<file path="src/quaternion_to_euler_angles_core_defines.svh">
// ============================================================================
// Assertion macros for quaternion_to_euler_angles_core
// Shorthand for clocked implication checks with asynchronous reset disable.
// ============================================================================
`ifndef QUATERNION_TO_EULER_ANGLES_CORE_DEFINES_SVH
`define QUATERNION_TO_EULER_ANGLES_CORE_DEFINES_SVH

// consequent must hold in the same cycle as the antecedent
`define QTE_ASSERT_NOW(lbl, clk, rst_n, ante, cons, msg) \
	lbl: assert property (@(posedge clk) disable iff (!rst_n) (ante) |-> (cons)) \
		else $error(msg);

// consequent must hold in the cycle after the antecedent
`define QTE_ASSERT_NEXT(lbl, clk, rst_n, ante, cons, msg) \
	lbl: assert property (@(posedge clk) disable iff (!rst_n) (ante) |=> (cons)) \
		else $error(msg);

`endif

</file>
<file path="src/qte_fifo.sv">
// ============================================================================
// qte_fifo
// Small first-word-fall-through queue of beats.
// ============================================================================
`timescale 1ns / 1ps

module qte_fifo #(
	parameter int DEPTH = 2,
	parameter type T = logic
) (
	input  logic                         clk,
	input  logic                         arst_n,
	input  logic                         push,
	input  T                             wdata,
	input  logic                         pop,
	output T                             rdata,
	output logic                         empty,
	output logic                         full,
	output logic [$clog2(DEPTH+1)-1:0]   count
);
	localparam int PW = (DEPTH > 1) ? $clog2(DEPTH) : 1;
	localparam int NW = $clog2(DEPTH + 1);

	T mem [0:DEPTH-1];
	logic [PW-1:0] wr_q, rd_q;
	logic [NW-1:0] cnt_q;
	logic do_push, do_pop;

	assign empty   = (cnt_q == '0);
	assign full    = (cnt_q == NW'(DEPTH));
	assign count   = cnt_q;
	assign do_push = push & ~full;
	assign do_pop  = pop & ~empty;
	assign rdata   = mem[rd_q];

	always_ff @(posedge clk or negedge arst_n) begin
		if (!arst_n) begin
			wr_q  <= '0;
			rd_q  <= '0;
			cnt_q <= '0;
		end else begin
			if (do_push) begin
				wr_q <= (wr_q == PW'(DEPTH - 1)) ? '0 : wr_q + 1'b1;
			end
			if (do_pop) begin
				rd_q <= (rd_q == PW'(DEPTH - 1)) ? '0 : rd_q + 1'b1;
			end
			cnt_q <= cnt_q + NW'(do_push) - NW'(do_pop);
		end
	end

	always_ff @(posedge clk) begin
		if (do_push) begin
			mem[wr_q] <= wdata;
		end
	end

endmodule

</file>
<file path="config.mk">
export PLATFORM = sky130hd
export DESIGN_NAME = qte_fifo
export DESIGN_NICKNAME = d
export VERILOG_FILES = /design/src/quaternion_to_euler_angles_core_defines.svh /design/src/qte_fifo.sv
export SDC_FILE = /design/constraint.sdc
export NUM_CORES = 1
export LEC_CHECK = 0
export CORE_AREA = 2 2 39 41
export DETAILED_ROUTE_END_ITERATION = 7
export DIE_AREA = 0 0 41 43
export DONT_BUFFER_PORTS = 1
export PLACE_DENSITY = 0.34
export SLEW_MARGIN = 25
export SYNTH_ARGS = -nofsm -noshare
export SYNTH_HDL_FRONTEND = slang
export SYNTH_SLANG_ARGS = --single-unit
</file>
<file path="constraint.sdc">
create_clock -name clk -period 2.29 [get_ports clk]
set_input_delay 0.229 -clock clk [delete_from_list [all_inputs] [get_ports clk]]
set_output_delay 0.229 -clock clk [all_outputs]
set_load 0.02 [all_outputs]
</file>
==> results of run 1 <==
==> worst max-delay path: stages, from the launching register on <==
cell and delay (ns):
dfrtp_1 0.49, nand2b_1 0.19, nand2_1 0.11, ha_1 0.29, inv_1 0.04, ha_1 0.17, xnor2_1 0.13, xnor2_1 0.12
==> synthesized netlist by cell type <==
cell type / count / area (um2)
dfrtp_1: 4 / 100
xnor2_1: 3 / 26.3
edfxtp_1: 2 / 60.1
ha_1: 2 / 25.0
inv_1: 2 / 7.51
nor2_1: 2 / 7.51
and3_1: 1 / 6.26
mux2_2: 1 / 11.3
nand2_1: 1 / 3.75
nand2b_1: 1 / 6.26
nor2b_2: 1 / 8.76
xor2_1: 1 / 8.76
==> routing by layer <==
layer | wire [um] | global-route usage (%) | up-vias | share of wire, %
met1 | 156 | 5.59 | 78 | 36
met2 | 249 | 8.75 | 3 | 58
li1 | - | - | 80 | -
met5 | 0 | 0 | - | 0
met3 | 28 | 6.28 | 0 | 6.5
met4 | 0 | 6.00 | 0 | 0
==> logic make-up (layout without fill, tap and decap cells) <==
kind of cell / Yosys count / count (layout) / share of synthesized area [%]
AND/OR/NAND/NOR: 6 / 6 / 12.0
adder cells (fa/ha/maj): 2 / 2 / 9.22
XOR/XNOR: 4 / 4 / 12.9
buffers and inverters: 2 / 8 / 2.77
multiplexers: 1 / 1 / 4.15
flip-flops: 6 / 6 / 59.0
==> final cells by class <==
type / instances / area [um2]
Fill cell: 154 / 1050
Multi-Input combinational cell: 13 / 104
Inverter: 2 / 7.51
Timing Repair Buffer: 2 / 17.5
Sequential cell: 6 / 160
Clock buffer: 4 / 26.3
Tap cell: 16 / 20.0
==> final timing paths <==
check,startpoint,slack [ns],endpoint,depth (start not counted)
worst max-delay path,count[0],0.61,count[1],7
worst min-delay path,wdata,0.08,mem[0],0
worst max register to register,count[0],0.61,count[1],7
worst min register to register,rd_q,0.48,rd_q,1
max in group asynchronous,arst_n,1.84,wr_q,1
min in group asynchronous,arst_n,0.26,rd_q,1
==> power breakdown <==
| part | switching, mW | internal (mW) |
|---|---|---|
| clock | 0.0381 | 0.0660 |
| sequential | 0.0614 | 0.161 |
| combinational | 0.102 | 0.0882 |
==> registers in the layout (all words and copies together), names as in the netlist <==
name / flops
rd_q: 1
wr_q: 1
mem: 2
count: 2
==> stage by stage <==
stage,hold WS [ns],total power [mW],instances,worst slack [ns]
2_1_floorplan,-0.0666,0.374,21,0.478
3_3_place_gp,-0.0665,0.412,38,0.601
3_5_place_dp,-0.0665,0.418,38,0.596
4_1_cts,0.0660,0.532,43,0.584
5_1_grt,0.0532,0.565,43,0.479
6_report,0.0790,0.517,43,0.614
==> timing repair <==
item,4_1_cts,5_1_grt
hold endpoints to repair,4,0
setup buffers,0,0
setup endpoints to repair,0,0
hold buffers,1,0
==> out/qor.yml, run 1 <==
worst_setup_path:
  worstSetupPathType: "flip-flop to flip-flop"
  endpoint_kind: "flip-flop"
  cp.arrival_ns: 1.79
  crit_fanout: 4
  setup.worst_path.start_class: "flip-flop"
  required_ns: 2.40
clock_tree:
  cts.clk_slew.worst_paths_ns: 0.05
  root_buffer: "clkbuf_4"
  cts_tree: "built"
  numCtsBuffers: 3
  cts_resized: 0
  clockBufferDepth: 2
  cts_sinks: 6
  clk_latency_ns: 0.24
  htree_levels: 1
sta:
  post-route-period-util_pct: 73.2
  finalHoldViolCount: 0
  max_freq_ghz: 0.597
  slew_viol_final: 0
  setup_violations: 0
  skew_ns: 0.00680
  rsz0062_at_grt: "no"
  slew-limit-headroom_pct: 80.4
  tns_ns: 0
  tightest_slew_ns: 0.295
  final.min_clock_period_ns: 1.68
global_routing:
  grt_max_degree: 5
  first_global_vias: 172
  grt_pass1_wl_um: 690
  grt_usage_pct: 6.67
  grt.overflow.total: 0
  grt_antenna_before_repair: 0
worst_hold_path:
  hold_path_class: "input pin to flip-flop"
power_and_ir_drop:
  cellPowerDensity_nw_per_um2: 1540
  ir_drop_mv: 0.347
  power_leakage_nw: 0.151
floorplan:
  row_count: 14
  dieArea_um2: 1760
  fp.dieW_um: 41
  io_pins: 10
  die_h_um: 43
  initial_core_util_pct: 19.6
  core_um2: 1380
placement:
  place_area_um2: 299
  gp_congestion: 0.698
  dp_hpwl_um: 344
  port_buffers: 0
yosys:
  synth_nets: 28
  yosysSeqAreaShare_pct: 59.0
  syn_area_per_cell_um2: 12.9
  syn-cell-area_um2: 272
  syn_inst: 21
  ys_ff_latch: 6
  ys_warn_count: 0
  yosys.cell_types.count: 12
route:
  totalWireLength_um: 433
  drt_iter0_drc: 0
  firstDrtPassIters: 1
  remaining_drc_errors: 0
  viasPerCell: 3.74
  route.detailed.wl_per_inst_um: 10.1
  vias: 161
  drtAntennaViolNets: 0
cells_and_area:
  utilization_pct: 24.2
  drive_gt1_share_pct: 22.2
  n_antenna_cell: 0
  fin_area_um2: 335
  synthToLayoutAreaGrowth_pct: 23.5
  fin_nets: 35
  final_cell_mix: "4 x dfrtp_1, 3 x xnor2_1, 3 x clkbuf_4"
  layout_commonest_cell: "dfrtp_1"
job:
  drv_cap: 0
run_status:
  outcome: "complete, no violations"
Power figures use the tool's default switching activity.
==> run 2: changes to the inputs <==
- ABC_AREA: unset -> 1
- PLACE_DENSITY: 0.34 -> 0.39
- clock period: 2.29 -> 1.5 ns (I/O delays scaled with it)
==> run 2 against run 1 <==
Against the previous run:
- clock skew decreased by 0.0041 ns
- utilization increased by 5.5 points
- clock-buffer cell count unchanged
- final cell count increased by 51%
- worst hold slack got worse by 0.024 ns
- critical endpoint unchanged
- non-clock buffer count increased by 4
- via count increased by 55%
- synthesized cell count increased by 86%
- global-route usage increased by 2.0 points
- maximum frequency increased by 22%
==> out/qor.yml, run 2 <==
sta:
  final.min_clock_period_ns: 1.38
  max_freq_ghz: 0.726
  post-route-period-util_pct: 91.8
  slew_viol_final: 0
  tns_ns: 0
  tightest_slew_ns: 0.197
  finalHoldViolCount: 0
  slew-limit-headroom_pct: 86.9
  skew_ns: 0.00271
  setup_violations: 0
floorplan:
  row_count: 14
  fp.dieW_um: 41
  initial_core_util_pct: 22.4
  dieArea_um2: 1760
  io_pins: 10
  core_um2: 1380
  die_h_um: 43
route:
  firstDrtPassIters: 2
  drt_iter0_drc: 2
  viasPerCell: 3.85
  drtAntennaViolNets: 0
  vias: 250
  totalWireLength_um: 561
  remaining_drc_errors: 0
  route.detailed.wl_per_inst_um: 8.63
power_and_ir_drop:
  cellPowerDensity_nw_per_um2: 2200
  p_sw_share_pct: 42.9
  power_frac_clock_pct: 17.6
  pwr-share-comb_pct: 51.1
  ir_drop_mv: 0.567
  power_leakage_nw: 0.238
  seq_power_share_pct: 31.3
  p_sw_mw: 0.388
  p_int_mw: 0.517
yosys:
  synth_edf_count: 2
  synth_commonest_cells: "14 x nand2_1, 11 x inv_1, 4 x dfrtp_1"
  yosysSeqAreaShare_pct: 51.6
  yosysMostFrequentCell: "nand2_1"
  ys_warn_count: 0
  synth_ff_type: "dfrtp_1"
  synth_nets: 46
  yosys.cell_types.count: 8
  synth_area_leader_cell: "dfrtp_1"
  syn_area_per_cell_um2: 7.96
  syn-cell-area_um2: 310
  ys_ff_latch: 6
  async_reset_ff_share_pct: 66.7
  synth_area_leaders: "dfrtp_1 32%, edfxtp_1 19%, nand2_1 17%, inv_1 13%, ha_1 8.1%"
  synth_top_area_share_pct: 32.3
  syn_inst: 39
global_routing:
  first_global_vias: 251
  grt.overflow.total: 0
  grt_usage_pct: 8.63
  grt_antenna_before_repair: 0
  grt_pass1_wl_um: 945
  grt_max_degree: 5
worst_setup_path:
  setup.worst_path.start_class: "flip-flop"
  cp.buffers_inverters: 4
  reg2regPathDepth: 10
  critical_path.cell_chain: "inv_2, nand2_2, nand2_1, inv_1, ha_1, inv_1, ha_2, inv_1, nand2_1, nand2_1"
  r2r_start: "count[1]"
  required_ns: 1.63
  crit_fanout: 3
  r2r_end: "count[1]"
  cp_top_family: "adder cells"
  worstSetupPathType: "flip-flop to flip-flop"
  endpoint_kind: "flip-flop"
  rrSetupSlack_ns: 0.12
  cpMaxStageDelayCell: "dfrtp_1"
  cp.arrival_ns: 1.51
  max_stage_delay_ns: 0.40
worst_hold_path:
  hold_path_class: "input pin to flip-flop"
  min_to: "rd_q"
  holdPathStages: 2
  min_from: "pop"
clock_tree:
  cts_sinks: 6
  htree_levels: 1
  numCtsBuffers: 3
  cts_tree: "built"
  root_buffer: "clkbuf_4"
  cts.clk_slew.worst_paths_ns: 0.05
  clockBufferDepth: 2
  clk_latency_ns: 0.24
placement:
  place_area_um2: 345
  port_buffers: 0
  dp_hpwl_um: 447
  gp_congestion: 0.669
cells_and_area:
  fill_cells: 157
  fin_nets: 57
  synthToLayoutAreaGrowth_pct: 32.7
  drive_gt1_share_pct: 26.5
  final_cell_mix: "13 x nand2_1, 9 x inv_1, 4 x dfrtp_1, 4 x buf_4"
  layout_commonest_cell: "nand2_1"
  fin_area_um2: 412
  n_antenna_cell: 0
job:
  drv_cap: 0
run_status:
  outcome: "complete, no violations"
==> run 2: cell types whose count changed after synthesis, sizes merged, moves of 3 or more <==
cell,previous run,this run
nand2,1,16
inv,2,11
nand3,0,3
xnor2,3,0
==> run 2: metal layers <==
metal | up-vias | part of all wire, % | GRT usage (%)
li1 | 135 | - | -
met1 | 109 | 47 | 9.33
met2 | 6 | 48 | 10.9
met3 | 0 | 5.0 | 5.24
met4 | 0 | 0 | 8.00
met5 | - | 0 | 0
==> run 2: per-stage QoR <==
stage,utilization (%),cells,total power [mW],setup WS [ns],hold WS [ns]
6_report,29.7,65,0.905,0.123,0.0547
5_1_grt,29.7,65,1.00,-0.00213,0.0633
4_1_cts,28.3,63,0.871,0.0804,0.0476
3_3_place_gp,25.0,57,0.695,0.0956,-0.145
3_5_place_dp,25.0,57,0.698,0.0958,-0.145
2_1_floorplan,-,39,0.590,0.0799,-0.146
==> run 2: layout make-up <==
cell class	count	area, um2	area share, %
sequential	6	160	38.9
multi-input combinational	22	114	27.7
timing repair buffer	6	50.0	12.2
inverter	11	41.3	10.0
clock buffer	4	26.3	6.38
tap	16	20.0	4.86
==> run 2: kinds of logic (layout without fill, tap and decap cells) <==
family	Yosys count	count (layout)	synth area share, %
AND/OR/NAND/NOR	20	20	27.0
buffers and inverters	11	21	13.3
flip-flops	6	6	51.6
adder cells (fa/ha/maj)	2	2	8.06
==> run 2: worst max-delay path by stage <==
stage                   from  endpoint  cells past startpoint
floorplan           count[0]  count[1]                      9
global placement    count[1]  count[1]                      9
detailed placement  count[1]  count[1]                      9
CTS                 count[1]  count[1]                      9
global route        count[1]  count[1]                     10
finish              count[1]  count[1]                     10
==> run 2: power by group through the flow <==
stage | Combinational [mW] | Clock [mW] | Sequential (mW)
2_1_floorplan | 0.274 | 0 | 0.315
3_3_place_gp | 0.415 | 0 | 0.280
3_5_place_dp | 0.416 | 0 | 0.282
4_1_cts | 0.423 | 0.168 | 0.280
5_1_grt | 0.533 | 0.181 | 0.291
6_report | 0.463 | 0.159 | 0.283
==> run 2: timing repair <==
item                                    4_1_cts  5_1_grt
resized for setup                             0        4
hold endpoints to repair                      6        0
hold buffers                                  2        0
endpoints found under the setup margin        0        1
buffers inserted                              0        2
==> run 2: worst reg2reg max path: cells and delay by family (launching register included) <==
family | cells | cell delay [ns]
AND/OR/NAND/NOR | 4 | 0.23
flip-flops | 1 | 0.40
adder cells (fa/ha/maj) | 2 | 0.43
buffers and inverters | 4 | 0.22
